[src/rtl/two_channel_button_pwm_dimmer_unit_assert.svh]
// assertion macros for the two-channel button pwm dimmer
// used by modules that include this header; needs clk and rst_n in scope
`ifndef TWO_CHANNEL_BUTTON_PWM_DIMMER_UNIT_ASSERT_SVH
`define TWO_CHANNEL_BUTTON_PWM_DIMMER_UNIT_ASSERT_SVH

// same-cycle implication
`define TCBPD_ASSERT_SAME(lbl, ante, cons, msg) \
  lbl: assert property (@(posedge clk) disable iff (!rst_n) (ante) |-> (cons)) \
    else $error(msg);

// next-cycle implication
`define TCBPD_ASSERT_NEXT(lbl, ante, cons, msg) \
  lbl: assert property (@(posedge clk) disable iff (!rst_n) (ante) |=> (cons)) \
    else $error(msg);

`endif

[src/rtl/tcbpd_pkg.sv]
// package for the two-channel button pwm dimmer
// shared constants, codes and types; no dependencies
package tcbpd_pkg;

  localparam int NUM_CHANNELS = 2;
  localparam int NUM_BUTTONS  = 3 * NUM_CHANNELS;
  localparam int OUT_CHANNELS = 2;

  localparam int LOCK_W   = 16;
  localparam int PERIOD_W = 8;
  localparam int STEP_W   = 8;
  localparam int LEVEL_W  = 4;
  localparam int BTN_W    = 3;
  localparam int CFG_W    = 16;
  localparam int LIMIT_W  = LEVEL_W + STEP_W;

  localparam logic [LOCK_W-1:0]   RST_LOCKOUT = LOCK_W'(2000);
  localparam logic [PERIOD_W-1:0] RST_PERIOD  = PERIOD_W'(100);
  localparam logic [STEP_W-1:0]   RST_STEP    = STEP_W'(12);
  localparam logic [LEVEL_W-1:0]  RST_MAX     = LEVEL_W'(8);

  typedef enum logic [1:0] {
    CFG_LOCKOUT = 2'd0,
    CFG_PERIOD  = 2'd1,
    CFG_STEP    = 2'd2,
    CFG_MAX     = 2'd3
  } cfg_idx_t;

  typedef enum logic {
    FUNC_TICK  = 1'b0,
    FUNC_PRESS = 1'b1
  } func_t;

  // button offset within a channel's group of three
  localparam int KIND_TOGGLE = 0;
  localparam int KIND_DIM    = 1;
  localparam int KIND_BRIGHT = 2;

  typedef struct packed {
    logic toggle;
    logic dim;
    logic bright;
  } chan_evt_t;

endpackage

[src/rtl/tcbpd_chan.sv]
// one dimmer channel: on/off and brightness state plus pwm compare
// depends on tcbpd_pkg
module tcbpd_chan (
  input  logic                           clk,
  input  logic                           rst_n,
  input  tcbpd_pkg::chan_evt_t           evt,
  input  logic [tcbpd_pkg::STEP_W-1:0]   duty_step,
  input  logic [tcbpd_pkg::LEVEL_W-1:0]  max_level,
  input  logic [tcbpd_pkg::PERIOD_W-1:0] pwm_nxt,
  output logic                           on_nxt,
  output logic [tcbpd_pkg::LEVEL_W-1:0]  level_nxt,
  output logic                           drive_nxt
);

  logic                          on_r;
  logic [tcbpd_pkg::LEVEL_W-1:0] level_r;
  logic [tcbpd_pkg::LIMIT_W-1:0] limit;

  always_comb begin
    on_nxt    = on_r;
    level_nxt = level_r;
    if (evt.toggle) begin
      on_nxt = !on_r;
    end
    if (evt.dim && (level_r != '0)) begin
      level_nxt = level_r - tcbpd_pkg::LEVEL_W'(1);
    end
    if (evt.bright && (level_r < max_level)) begin
      level_nxt = level_r + tcbpd_pkg::LEVEL_W'(1);
    end
  end

  // high time in ticks for the new level
  assign limit     = tcbpd_pkg::LIMIT_W'(level_nxt) * tcbpd_pkg::LIMIT_W'(duty_step);
  assign drive_nxt = on_nxt && (tcbpd_pkg::LIMIT_W'(pwm_nxt) < limit);

  always_ff @(posedge clk) begin
    if (!rst_n) begin
      on_r    <= 1'b1;
      level_r <= tcbpd_pkg::RST_MAX;
    end else begin
      on_r    <= on_nxt;
      level_r <= level_nxt;
    end
  end

endmodule

[src/rtl/two_channel_button_pwm_dimmer_unit.sv]
// path: an accepted request passes the input register, then the result register;
// throughput: one request per cycle while results are taken; a stalled result holds
// one request in the input register and then blocks the input.
// reset (synchronous, rst_n low): config registers take their defaults, lockout and
// pwm counters clear, both channels come up on at level 8, no result pending.
// top level of the two-channel button pwm dimmer; depends on tcbpd_pkg and tcbpd_chan
module two_channel_button_pwm_dimmer_unit (
  input  logic                              clk,
  input  logic                              rst_n,
  input  logic                              cfg_we,
  input  logic [1:0]                        cfg_index,
  input  logic [tcbpd_pkg::CFG_W-1:0]       cfg_wdata,
  input  logic                              in_valid,
  output logic                              in_ready,
  input  logic                              in_func,
  input  logic [tcbpd_pkg::BTN_W-1:0]       in_button,
  output logic                              out_valid,
  input  logic                              out_ready,
  output logic                              out_led0_drive,
  output logic                              out_led1_drive,
  output logic                              out_led0_enabled,
  output logic                              out_led1_enabled,
  output logic [tcbpd_pkg::LEVEL_W-1:0]     out_led0_level,
  output logic [tcbpd_pkg::LEVEL_W-1:0]     out_led1_level,
  output logic                              out_press_accepted
);

  localparam int NB = tcbpd_pkg::NUM_BUTTONS;
  localparam int NC = tcbpd_pkg::NUM_CHANNELS;
  localparam int OC = tcbpd_pkg::OUT_CHANNELS;

  // configuration
  logic [tcbpd_pkg::LOCK_W-1:0]   lockout_ticks_r;
  logic [tcbpd_pkg::PERIOD_W-1:0] pwm_period_r;
  logic [tcbpd_pkg::STEP_W-1:0]   duty_step_r;
  logic [tcbpd_pkg::LEVEL_W-1:0]  max_level_r;

  // input register
  logic                         in_v_r;
  logic                         in_func_r;
  logic [tcbpd_pkg::BTN_W-1:0]  in_button_r;

  // state
  logic [tcbpd_pkg::LOCK_W-1:0]   lockout_r   [NB];
  logic [tcbpd_pkg::LOCK_W-1:0]   lockout_nxt [NB];
  logic [tcbpd_pkg::PERIOD_W-1:0] pwm_r;
  logic [tcbpd_pkg::PERIOD_W-1:0] pwm_nxt;
  logic [tcbpd_pkg::PERIOD_W:0]   pwm_inc;

  // result register
  logic                           out_v_r;
  logic [OC-1:0]                  out_drive_r;
  logic [OC-1:0]                  out_on_r;
  logic [tcbpd_pkg::LEVEL_W-1:0]  out_level_r [OC];
  logic                           out_acc_r;

  logic                           step_en;
  logic                           is_tick;
  logic                           is_press;
  logic [NB-1:0]                  hit;
  logic                           acc_nxt;

  logic [NC-1:0]                  ch_on;
  logic [NC-1:0]                  ch_drive;
  logic [tcbpd_pkg::LEVEL_W-1:0]  ch_level [NC];
  logic [OC-1:0]                  pad_on;
  logic [OC-1:0]                  pad_drive;
  logic [tcbpd_pkg::LEVEL_W-1:0]  pad_level [OC];

  assign step_en  = in_v_r && (!out_v_r || out_ready);
  assign in_ready = !in_v_r || step_en;
  assign is_tick  = step_en && (in_func_r == tcbpd_pkg::FUNC_TICK);
  assign is_press = step_en && (in_func_r == tcbpd_pkg::FUNC_PRESS);

  always_ff @(posedge clk) begin
    if (!rst_n) begin
      lockout_ticks_r <= tcbpd_pkg::RST_LOCKOUT;
      pwm_period_r    <= tcbpd_pkg::RST_PERIOD;
      duty_step_r     <= tcbpd_pkg::RST_STEP;
      max_level_r     <= tcbpd_pkg::RST_MAX;
    end else if (cfg_we) begin
      case (cfg_index)
        tcbpd_pkg::CFG_LOCKOUT: lockout_ticks_r <= cfg_wdata;
        tcbpd_pkg::CFG_PERIOD:  pwm_period_r    <= cfg_wdata[tcbpd_pkg::PERIOD_W-1:0];
        tcbpd_pkg::CFG_STEP:    duty_step_r     <= cfg_wdata[tcbpd_pkg::STEP_W-1:0];
        tcbpd_pkg::CFG_MAX:     max_level_r     <= cfg_wdata[tcbpd_pkg::LEVEL_W-1:0];
        default: ;
      endcase
    end
  end

  always_ff @(posedge clk) begin
    if (!rst_n) begin
      in_v_r <= 1'b0;
    end else if (in_valid && in_ready) begin
      in_v_r <= 1'b1;
    end else if (step_en) begin
      in_v_r <= 1'b0;
    end
  end

  always_ff @(posedge clk) begin
    if (in_valid && in_ready) begin
      in_func_r   <= in_func;
      in_button_r <= in_button;
    end
  end

  // lockout: a press passes only on a zero counter and reloads it
  always_comb begin
    for (int i = 0; i < NB; i++) begin
      hit[i]         = is_press && (in_button_r == tcbpd_pkg::BTN_W'(i))
                       && (lockout_r[i] == '0);
      lockout_nxt[i] = lockout_r[i];
      if (hit[i]) begin
        lockout_nxt[i] = lockout_ticks_r;
      end else if (is_tick && (lockout_r[i] != '0)) begin
        lockout_nxt[i] = lockout_r[i] - tcbpd_pkg::LOCK_W'(1);
      end
    end
  end

  assign acc_nxt = |hit;

  // shared pwm counter, wraps on reaching the period
  assign pwm_inc = {1'b0, pwm_r} + (tcbpd_pkg::PERIOD_W + 1)'(1);
  always_comb begin
    pwm_nxt = pwm_r;
    if (is_tick) begin
      if (pwm_inc >= {1'b0, pwm_period_r}) begin
        pwm_nxt = '0;
      end else begin
        pwm_nxt = pwm_inc[tcbpd_pkg::PERIOD_W-1:0];
      end
    end
  end

  always_ff @(posedge clk) begin
    if (!rst_n) begin
      pwm_r <= '0;
      for (int i = 0; i < NB; i++) begin
        lockout_r[i] <= '0;
      end
    end else begin
      pwm_r <= pwm_nxt;
      for (int i = 0; i < NB; i++) begin
        lockout_r[i] <= lockout_nxt[i];
      end
    end
  end

  for (genvar c = 0; c < NC; c++) begin : g_chan
    tcbpd_pkg::chan_evt_t evt;
    assign evt.toggle = hit[3*c + tcbpd_pkg::KIND_TOGGLE];
    assign evt.dim    = hit[3*c + tcbpd_pkg::KIND_DIM];
    assign evt.bright = hit[3*c + tcbpd_pkg::KIND_BRIGHT];

    tcbpd_chan u_chan (
      .clk       (clk),
      .rst_n     (rst_n),
      .evt       (evt),
      .duty_step (duty_step_r),
      .max_level (max_level_r),
      .pwm_nxt   (pwm_nxt),
      .on_nxt    (ch_on[c]),
      .level_nxt (ch_level[c]),
      .drive_nxt (ch_drive[c])
    );
  end

  // result fields of channels that are not built read as zero
  for (genvar k = 0; k < OC; k++) begin : g_pad
    if (k < NC) begin : g_real
      assign pad_on[k]    = ch_on[k];
      assign pad_drive[k] = ch_drive[k];
      assign pad_level[k] = ch_level[k];
    end else begin : g_none
      assign pad_on[k]    = 1'b0;
      assign pad_drive[k] = 1'b0;
      assign pad_level[k] = '0;
    end
  end

  always_ff @(posedge clk) begin
    if (!rst_n) begin
      out_v_r <= 1'b0;
    end else if (step_en) begin
      out_v_r <= 1'b1;
    end else if (out_ready) begin
      out_v_r <= 1'b0;
    end
  end

  always_ff @(posedge clk) begin
    if (step_en) begin
      out_drive_r <= pad_drive;
      out_on_r    <= pad_on;
      out_acc_r   <= acc_nxt;
      for (int k = 0; k < OC; k++) begin
        out_level_r[k] <= pad_level[k];
      end
    end
  end

  assign out_valid          = out_v_r;
  assign out_led0_drive     = out_drive_r[0];
  assign out_led1_drive     = out_drive_r[1];
  assign out_led0_enabled   = out_on_r[0];
  assign out_led1_enabled   = out_on_r[1];
  assign out_led0_level     = out_level_r[0];
  assign out_led1_level     = out_level_r[1];
  assign out_press_accepted = out_acc_r;

`include "two_channel_button_pwm_dimmer_unit_assert.svh"

  `TCBPD_ASSERT_SAME(a_one_hit, 1'b1, $onehot0(hit), "more than one button passed lockout")
  `TCBPD_ASSERT_SAME(a_tick_no_hit, is_tick, hit == '0, "press accepted on a tick")
  `TCBPD_ASSERT_NEXT(a_acc_flag, step_en && acc_nxt, out_valid && out_press_accepted,
                     "accepted press not flagged in result")
  `TCBPD_ASSERT_NEXT(a_press_pwm_hold, is_press, $stable(pwm_r), "pwm counter moved on a press")
  `TCBPD_ASSERT_NEXT(a_in_hold, in_v_r && !step_en, in_v_r && $stable(in_button_r),
                     "pending request lost while result stalled")

endmodule

[config.mk]
export PLATFORM = sky130hd
export DESIGN_NAME = two_channel_button_pwm_dimmer_unit
export DESIGN_NICKNAME = d
export VERILOG_FILES = /design/src/rtl/tcbpd_pkg.sv /design/src/rtl/tcbpd_chan.sv /design/src/rtl/two_channel_button_pwm_dimmer_unit.sv
export VERILOG_INCLUDE_DIRS = /design/src /design/src/rtl
export SDC_FILE = /design/constraint.sdc
export NUM_CORES = 1
export LEC_CHECK = 0
export BUFFER_PORTS_ARGS = -buffer_cell sky130_fd_sc_hd__buf_4
export CAP_MARGIN = 25
export CORE_UTILIZATION = 60
export DETAILED_ROUTE_END_ITERATION = 7
export PLACE_DENSITY = 0.78
export RECOVER_POWER = 100
export SLEW_MARGIN = 20
export SYNTH_ARGS = -nofsm -noshare
export SYNTH_HDL_FRONTEND = slang
export SYNTH_SLANG_ARGS = --single-unit
[constraint.sdc]
create_clock -name clk -period 6.8 [get_ports clk]
set_input_delay 0 -clock clk [delete_from_list [all_inputs] [get_ports clk]]
set_output_delay 0 -clock clk [all_outputs]
set_load 0.03 [all_outputs]
==> out/results.txt, run 1 <==
Outcome: finished with violations
Final TNS setup: 0 ps
Fraction of registers with async set or reset after synthesis: 0
Global-route wire length before repair: 48,700 µm
RSZ-0062 raised after global routing: false
Critical path class: reg2reg
Worst setup margin: 1060 ps
VDD IR max: 0.350 mV
Min Tclk post-route: 5740 ps
Switching power: 2.64 mW
Drt pass-1 iters: 5
CTS max path bufs: 2
Slew headroom: -0.318
Period utilisation layout: 0.845
CP Cell Sequence: inv_1, ha_1, nor4b_1, nand4_1, nor3_1, a32oi_1, xnor2_1, nand2_1, fa_1, inv_1, fa_1, inv_1, fa_1, nor2b_1, o21ai_0, a21o_1, ha_1, a21o_1, a21oi_1, o31ai_1, a31oi_1
Vias per inst: 6.32
GRT Total Usage: 0.316
CP startpoint kind: register
Routed WL per cell: 18.6 µm
# DRC: 0
Crit path max fanout: 10
DR WL met2: 13,800 µm
Post-CTS Resized: 0
Port bufs: 41
Post-synth top area share: 0.274
Die height: 138 µm
Ys flop type: dfxtp_1
Clock power share: 0.180
CORE AREA: 18,000 µm²
Iter 0 DRT Violations: 914
Synth warn: 0
Slowest stage delay, CP: 590 ps
Clock root buffer: clkbuf_16
I/O pin count: 42
Final Skew: 15.7 ps
Post-synth cell types: 85
WHS Endpoint: pwm_period_r[4]
Design internal power: 3.03 mW
Synth Cell Area: 11,100 µm²
WL met3: 1800 µm
Largest net degree at the start of global routing: 85
Die Area: 19,100 µm²
Sequential fraction of the synthesis area: 0.320
Required @ worst endpoint: 6990 ps
Net switching fraction of the power: 0.466
Mapped Cells: 1,315
Worst Max-Slew Pin Slew: 1960 ps
Final #Nets: 1,495
Hold_sp: cfg_index[1]
Via count: 10.2k
Rows: 49
Mean Syn Cell Area: 8.45 µm²
Top cell type by total area after synthesis: dfxtp_1
Deepest level of the CTS H-tree: 4
Commonest non-fill, non-tap cell in the layout: dfxtp_1
Metal-1 WL: 13,000 µm
Violated checks: max-capacitance violations, max-slew violations
CTS tree: done
Leakage: 5.06 nW
Layout cells sized above 1: 0.0702
Post-Layout Cell Count: 1,611
Worst skew pair latency: 450 ps
Critical R2R Capture: out_drive_r[1]
Placed Instances: 1,548
Max cap viols: 4
Final count of pins violating max slew: 157
EDFF count, synth: 17
Starting Density: 0.616
Routed WL: 30,000 µm
Pwr per Cell Area: 460 nW/µm²
Most frequent cells in the layout: dfxtp_1 (152), nand2_1 (132), nor2_1 (124)
CTS sink cnt: 169
Post-route ant nets: 0
Final setup fails: 0
Reg clk slew, reported paths: 70 ps
Syn-to-layout area delta: 11.0%
DP HPWL: 20,500 µm
Data arrival, critical path: 5930 ps
Mapped Nets: 1,441
Setup Fix Bufs, Post-CTS: 0
Worst min path class: in2reg
Kind of end point of the critical path: register
Pre-CTS setup slack: 1430 ps
Cts bufs inserted: 17
Die Wd: 138 µm
Initial antenna violation count: 0
Most area-consuming cells after synthesis: dfxtp_1 (27%), ha_1 (8.4%), a21oi_1 (4.9%)
Slowest-stage cell, CP: xnor2_1
Flop pwr share: 0.281
Total global routing overflow: 0
Fin. Hold Viols: 0
Reg2reg path depth: 21
Comb pwr share: 0.540
Reg2Reg Setup Slack: 1060 ps
Reg-to-reg startpoint: lockout_r[4][0]
Fillers: 1,500
Top Metal Used: met4
# diodes: 0
Flip-flop and latch count after synthesis: 169
Vias in the first global route: 9,565
Highest achievable clock rate: 0.174 GHz
Final GP Congestion: 0.927
Hold Path Depth: 4
==> worst max-delay path by stage <==
stage,end,from,slack (ps),depth (start not counted)
6_report,out_drive_r[1],lockout_r[4][0],1060,21
5_1_grt,out_drive_r[1],lockout_r[4][0],540,21
4_1_cts,out_drive_r[0],lockout_r[1][0],1360,21
3_5_place_dp,out_drive_r[1],lockout_r[5][0],1430,21
3_3_place_gp,out_drive_r[0],lockout_r[1][0],1550,21
2_1_floorplan,out_drive_r[0],lockout_r[1][0],1970,21
==> layer usage <==
metal	vias to the layer above	GRT usage
met1	4846	0.416
met3	99	0.0520
li1	4866	-
met2	376	0.505
met5	-	0
met4	0	0.154
==> registers in the layout, indices dropped and copies added, names as in the netlist, 2 cells and up <==
register               flops
duty_step_r                8
g_chan.u_chan.level_r      8
g_chan.u_chan.on_r         2
in_button_r                3
lockout_r                 96
lockout_ticks_r           16
max_level_r                4
out_drive_r                2
out_level_r                8
out_on_r                   2
pwm_period_r               8
pwm_r                      8
==> cells by family after synthesis <==
kind of cell / Yosys count / synth area share
compound gates: 307 / 0.184
xor+xnor: 38 / 0.0327
fa+ha+maj: 99 / 0.128
buf+inv: 128 / 0.0454
flops: 169 / 0.320
mux: 23 / 0.0215
simple gates: 551 / 0.269
==> synthesized netlist by cell type, types with 19 or more instances <==
cell and count:
xnor2_1 20, and2_1 60, nand3_1 32, nand2_1 132, fa_1 24, and3_1 19, nor4_1 24, nor2_1 124
o21ai_0 44, dfxtp_1 152, inv_1 82, ha_1 75, nor3_1 40, clkbuf_1 32, a21oi_1 109
==> per-stage QoR <==
step	area [µm²]	util	hold slack (ps)	total power, mW
after floorplan	11100	-	98.9	3.95
after global placement	11600	0.642	189	4.54
after detailed placement	11600	0.642	189	4.61
after CTS	12500	0.693	5.96	5.66
after global routing	12300	0.684	36.0	6.10
final	12300	0.684	17.1	5.67
==> worst max-delay path, delay by kind of cell, from the launching register on <==
kind,cells,cell delay [ps]
flip-flops,1,340
XOR/XNOR,1,590
buffers and inverters,3,230
AND/OR/NAND/NOR,5,1460
AO/OA/AOI/OAI,7,860
adder cells (fa/ha/maj),5,2000
==> layout make-up <==
class / count / area [µm²] / share of cell area
multi-input combinational: 1018 / 6960 / 0.565
clock inverter: 13 / 160 / 0.0130
timing repair buffer: 80 / 598 / 0.0485
tap: 229 / 287 / 0.0232
clock buffer: 19 / 454 / 0.0368
sequential: 169 / 3550 / 0.288
inverter: 83 / 313 / 0.0254
==> power groups by stage <==
stage                     Combinational [mW]  Clock [mW]  Sequential [mW]
after floorplan                         2.42           0             1.53
after global routing                    3.40        1.07             1.63
after detailed placement                3.01           0             1.60
after CTS                               3.05        1.02             1.58
final                                   3.06        1.02             1.59
after global placement                  2.95           0             1.59
==> repair_timing <==
item                       CTS  global route
hold buffers                30             0
setup endpoints to repair    0             0
hold endpoints to repair    41             0
Power figures use the tool's default switching activity.
==> run 2, diff against run 1 <==
- CORE_UTILIZATION: 60 -> 57
- PLACE_DENSITY: 0.78 -> 0.77
- clock period: 6.8 -> 4.7 ns (I/O delays scaled with it)
==> run 2 against run 1 <==
Effect of this change: the run ends with max-capacitance violations, max-slew violations, negative setup slack left; utilization is 6.8 points higher; critical endpoint unchanged; fmax is 14% higher; sequential power is 41% higher; hold slack better by 18 ps; largest cell class unchanged.
==> out/results.txt, run 2 (synthesis gave the netlist of run 1 again) <==
Die Wd: 142 µm
Critical path class: reg2reg
Pwr per Cell Area: 749 nW/µm²
Placed Instances: 1,715
Final setup fails: 6
Routed WL per cell: 20.1 µm
CP Cell Sequence: nor4_4, nand4_1, buf_6, a2111oi_4, buf_4, a221oi_2, a21oi_4, nand2_2, fa_1, inv_1, fa_1, ha_1, a21o_1, a211o_1, nand2_1, ha_4, a21o_1, a21o_1, a21oi_2, o31ai_1, a31oi_1
Worst Max-Slew Pin Slew: 1720 ps
Switching power: 4.70 mW
Final #Nets: 1,673
CTS tree: done
Tot Pwr: 10.6 mW
Starting Density: 0.588
Vias in the first global route: 11.2k
Violated checks: max-capacitance violations, max-slew violations, negative setup slack
Data arrival, critical path: 5320 ps
Worst min path class: in2reg
Final GP Congestion: 0.960
Max reg flops: 96
Port bufs: 41
Total global routing overflow: 0
CORE AREA: 18,900 µm²
Flop pwr share: 0.210
Outcome: finished with violations
Initial antenna violation count: 0
Routed WL: 36,500 µm
I/O pin count: 42
Comb pwr share: 0.653
CP startpoint kind: register
CTS sink cnt: 169
Syn-to-layout area delta: 27.9%
Final count of pins violating max slew: 45
Highest achievable clock rate: 0.198 GHz
# diodes: 0
Largest net degree at the start of global routing: 85
Commonest non-fill, non-tap cell in the layout: buf_4
Iter 0 DRT Violations: 1,162
Via count: 11.5k
Crit path max-delay family: compound AO/OA/AOI/OAI gates
DP HPWL: 22,800 µm
Most frequent cells in the layout: buf_4 (198), dfxtp_1 (142), nand2_1 (129)
Final Skew: 13.1 ps
Fillers: 1,332
Slowest stage delay, CP: 490 ps
Drt pass-1 iters: 7
CTS max path bufs: 2
Max cap viols: 1
Clock power share: 0.137
Post-route ant nets: 0
Required @ worst endpoint: 4980 ps
Slew headroom: -0.156
Clock root buffer: clkbuf_16
Layout cells sized above 1: 0.228
Design internal power: 5.93 mW
Post-Layout Cell Count: 1,820
Final core area utilization: 0.752
Worst skew pair latency: 440 ps
# DRC: 0
VDD IR max: 0.588 mV
Worst Path Buf+Inv: 3
Fin. Hold Viols: 0
Rows: 50
Deepest level of the CTS H-tree: 4
Global-route wire length before repair: 56,500 µm
Die Area: 20,100 µm²
Vias per inst: 6.30
Die height: 142 µm
Reg clk slew, reported paths: 70 ps
Reg2Reg Setup Slack: -340 ps
RSZ-0062 raised after global routing: true
Biggest register: lockout_r
GRT Total Usage: 0.361
Most used cell, CP: a21o_1
Kind of end point of the critical path: register
Slowest-stage cell, CP: fa_1
Leakage: 6.05 nW
Period utilisation layout: 1.07
Net switching fraction of the power: 0.442
Worst setup margin: -342 ps
Crit path max fanout: 4
Largest regs: lockout_r (96), lockout_ticks_r (16)
Min Tclk post-route: 5040 ps
Cts bufs inserted: 17
[run 2: repair_timing]
item                                    in CTS  in global routing
setup buffers                               35                 10
endpoints found under the setup margin       2                 16
gates cloned                                 0                  0
hold buffers                                28                  0
gates resized for setup                     46                 28
hold endpoints to repair                    47                  0
pin swaps                                   44                 30
[run 2: area by class of cell]
cell class	count	area [µm²]	area share
multi-input cells	1018	7450	0.525
flip-flops and latches	169	3570	0.251
repair buffers	258	1960	0.138
clock buffers	18	429	0.0302
well taps	260	325	0.0229
inverters	83	313	0.0220
clock inverters	14	159	0.0112
[run 2: power groups by stage]
| stage | logic [mW] | clock network (mW) | registers [mW] |
|---|---|---|---|
| after global placement | 5.24 | 0 | 2.21 |
| after global routing | 7.47 | 1.52 | 2.27 |
| after detailed placement | 5.39 | 0 | 2.22 |
| after floorplan | 3.56 | 0 | 2.23 |
| after CTS | 6.32 | 1.46 | 2.21 |
| final | 6.95 | 1.45 | 2.24 |
[run 2: worst min-delay path: stages]
cell,delay (ps)
buf_4,130
nor3b_1,140
nand2_1,100
a21oi_1,50
[run 2: worst paths after layout]
path | depth (start not counted) | end | from
setup / recovery | 21 | out_drive_r[1] | lockout_r[5][14]
hold / removal | 4 | lockout_ticks_r[5] | cfg_index[1]
hold reg to reg | 2 | pwm_period_r[1] | pwm_period_r[1]
setup reg to reg | 21 | out_drive_r[1] | lockout_r[5][14]
[run 2: through the flow]
stage | hold WS, ps | cell area (µm²) | setup WS, ps | setup TNS, ps
after detailed placement | 179 | 12700 | -417 | -756
after global routing | 48.1 | 14200 | -633 | -1790
after global placement | 179 | 12700 | -281 | -389
after CTS | 7.58 | 14100 | -276 | -453
after floorplan | 98.9 | 11200 | -5.81 | -5.81
final | 34.9 | 14200 | -342 | -800
[run 2: per-layer routing]
layer	vias up	routed length, µm	global-route usage
li1	5222	-	-
met1	5396	13900	0.424
met2	626	17200	0.606
met3	214	2830	0.0611
met4	0	2610	0.246
met5	-	0	0
==> run 3, diff against run 2 <==
--- a/config.mk
+++ b/config.mk
@@ -9,5 +9,6 @@
 export BUFFER_PORTS_ARGS = -buffer_cell sky130_fd_sc_hd__buf_4
-export CAP_MARGIN = 25
+export CAP_MARGIN = 15
 export CORE_UTILIZATION = 57
 export DETAILED_ROUTE_END_ITERATION = 7
+export MAX_ROUTING_LAYER = met4
 export PLACE_DENSITY = 0.77
--- a/constraint.sdc
+++ b/constraint.sdc
@@ -3,2 +3,2 @@
 set_output_delay 0 -clock clk [all_outputs]
-set_load 0.03 [all_outputs]
+set_load 0.005 [all_outputs]
==> run 3 against run 2 <==
Effect of this change: the run still ends with max-capacitance violations, max-slew violations, negative setup slack left; fmax down 0.38%; sequential share of layout area up 0.23 points; global-route usage down 0.97 points; non-clock buffer count down 19; cell area down 0.88%; clock power down 3%; clock skew up 0.80 ps; critical endpoint is now out_drive_r[0]; largest cell class unchanged.
==> out/results.txt, run 3 (synthesis gave the netlist of run 1 again) <==
CTS max path bufs: 2
Final Skew: 13.9 ps
Largest regs: lockout_r (96), lockout_ticks_r (16)
Final GP Congestion: 0.964
Crit path from: lockout_r[1][14]
Drt pass-1 iters: 8
Routed WL: 34,400 µm
Commonest non-fill, non-tap cell in the layout: buf_4
Period utilisation layout: 1.08
Worst Max-Slew Pin Slew: 2210 ps
Total global routing overflow: 0
Min Tclk post-route: 5060 ps
GRT Total Usage: 0.351
Final count of pins violating max slew: 62
Required @ worst endpoint: 4880 ps
Reg-to-reg startpoint: lockout_r[1][14]
DP Area: 12,800 µm²
Cts bufs inserted: 17
Fillers: 1,355
Routed WL per cell: 19.1 µm
Reg clk slew, reported paths: 70 ps
Die Wd: 142 µm
Final setup fails: 6
Crit path max-delay family: adder cells
Pwr per Cell Area: 685 nW/µm²
Kind of end point of the critical path: register
Max reg flops: 96
Worst min path class: in2reg
Fin. Hold Viols: 0
Biggest register: lockout_r
Deepest level of the CTS H-tree: 4
DP HPWL: 22,400 µm
CORE AREA: 18,900 µm²
Worst Path Buf+Inv: 4
Tot Pwr: 9.64 mW
Worst skew pair latency: 450 ps
Die Area: 20,100 µm²
Final TNS setup: -728 ps
Violated checks: max-capacitance violations, max-slew violations, negative setup slack
RSZ-0062 raised after global routing: true
Syn-to-layout area delta: 26.8%
Slowest-stage cell, CP: fa_1
Outcome: finished with violations
Layout cells sized above 1: 0.226
Data arrival, critical path: 5240 ps
Most used cell, CP: buf_4
Clock root buffer: clkbuf_16
CP startpoint kind: register
Max cap viols: 1
I/O pin count: 42
Iter 0 DRT Violations: 1,070
Worst setup margin: -361 ps
Critical path class: reg2reg
# DRC: 0
Global-route wire length before repair: 53,600 µm
CP Cell Sequence: nor4_4, buf_4, nand4_1, nor4_1, buf_4, a211oi_2, a31oi_4, nand2_1, fa_1, inv_2, fa_2, ha_4, a211o_1, o211ai_1, buf_4, a21oi_2, xnor2_1, ha_1, a21oi_2, o31ai_1, a31oi_1
FF+latch area: 3570 µm²
Hold_sp: cfg_index[1]
CTS sink cnt: 169
VDD IR max: 0.591 mV
Initial antenna violation count: 1
Rows: 50
Highest achievable clock rate: 0.198 GHz
Post-route ant nets: 0
Crit path max fanout: 7
Port bufs: 41
CTS tree: done
Area of the multi-input gates: 7430 µm²
Leakage: 6.00 nW
Die height: 142 µm
Vias per inst: 6.17
Most frequent cells in the layout: buf_4 (183), dfxtp_1 (141), nand2_1 (131)
Design Area, Final: 14,100 µm²
Slew headroom: -0.484
Via count: 11.1k
Largest net degree at the start of global routing: 62
Vias in the first global route: 10.6k
Final #Nets: 1,654
Slowest stage delay, CP: 580 ps
Starting Density: 0.588
[run 3: cell count changes in the layout (fill, tap and decap cells not counted), moves of 3 or more]
cell      before  now
clkbuf_1      22    7
inv_6          2    5
and2_4         5    2
clkbuf_4       5   16
buf_4        198  183
and2_1        52   55
[run 3: timing repair]
item / CTS / global route
resized for setup: 30 / 39
setup endpoints to repair: 2 / 2
hold buffers: 28 / 0
pin swaps: 26 / 37
endpoints found under the hold margin: 50 / 0
buffers inserted: 7 / 9
cloned: 0 / 0
[run 3: metrics by stage]
step,hold WS (ps),utilization,worst slack (ps),cells
after floorplan,98.9,-,-5.81,1315
after global routing,73.5,0.745,-599,1801
after global placement,179,0.677,-279,1725
final,42.1,0.745,-361,1801
after CTS,2.72,0.732,-235,1791
after detailed placement,180,0.677,-389,1725
[run 3: worst min-delay path: stages]
cell and delay [ps]:
buf_4 120, nor2_1 160, nand2_1 110, a21oi_1 50
[run 3: worst paths after layout]
check / slack (ps) / end / depth (start not counted)
setup / recovery: -360 / out_drive_r[0] / 21
hold / removal: 40 / pwm_period_r[1] / 4
setup reg to reg: -360 / out_drive_r[0] / 21
hold reg to reg: 460 / pwm_period_r[1] / 2
[run 3: area by class of cell]
| class | instances | share of cell area |
|---|---|---|
| well taps | 260 | 0.0231 |
| clock buffers | 19 | 0.0315 |
| inverters | 83 | 0.0222 |
| repair buffers | 239 | 0.133 |
| diodes | 1 | 0.000178 |
| multi-input cells | 1018 | 0.528 |
| clock inverters | 12 | 0.00906 |
| flip-flops and latches | 169 | 0.253 |
[run 3: where the power goes]
group | internal, mW | switching [mW]
logic | 2.76 | 3.26
registers | 1.84 | 0.377
clock network | 0.759 | 0.642
[run 3: routing by layer]
layer  track usage  wire length [µm]  vias to the layer above
met5             -                 0                        -
met2         0.572             16300                      464
met3        0.0516              2130                      176
met1         0.409             13600                     5273
met4         0.218              2430                        0
li1              -                 -                     5203
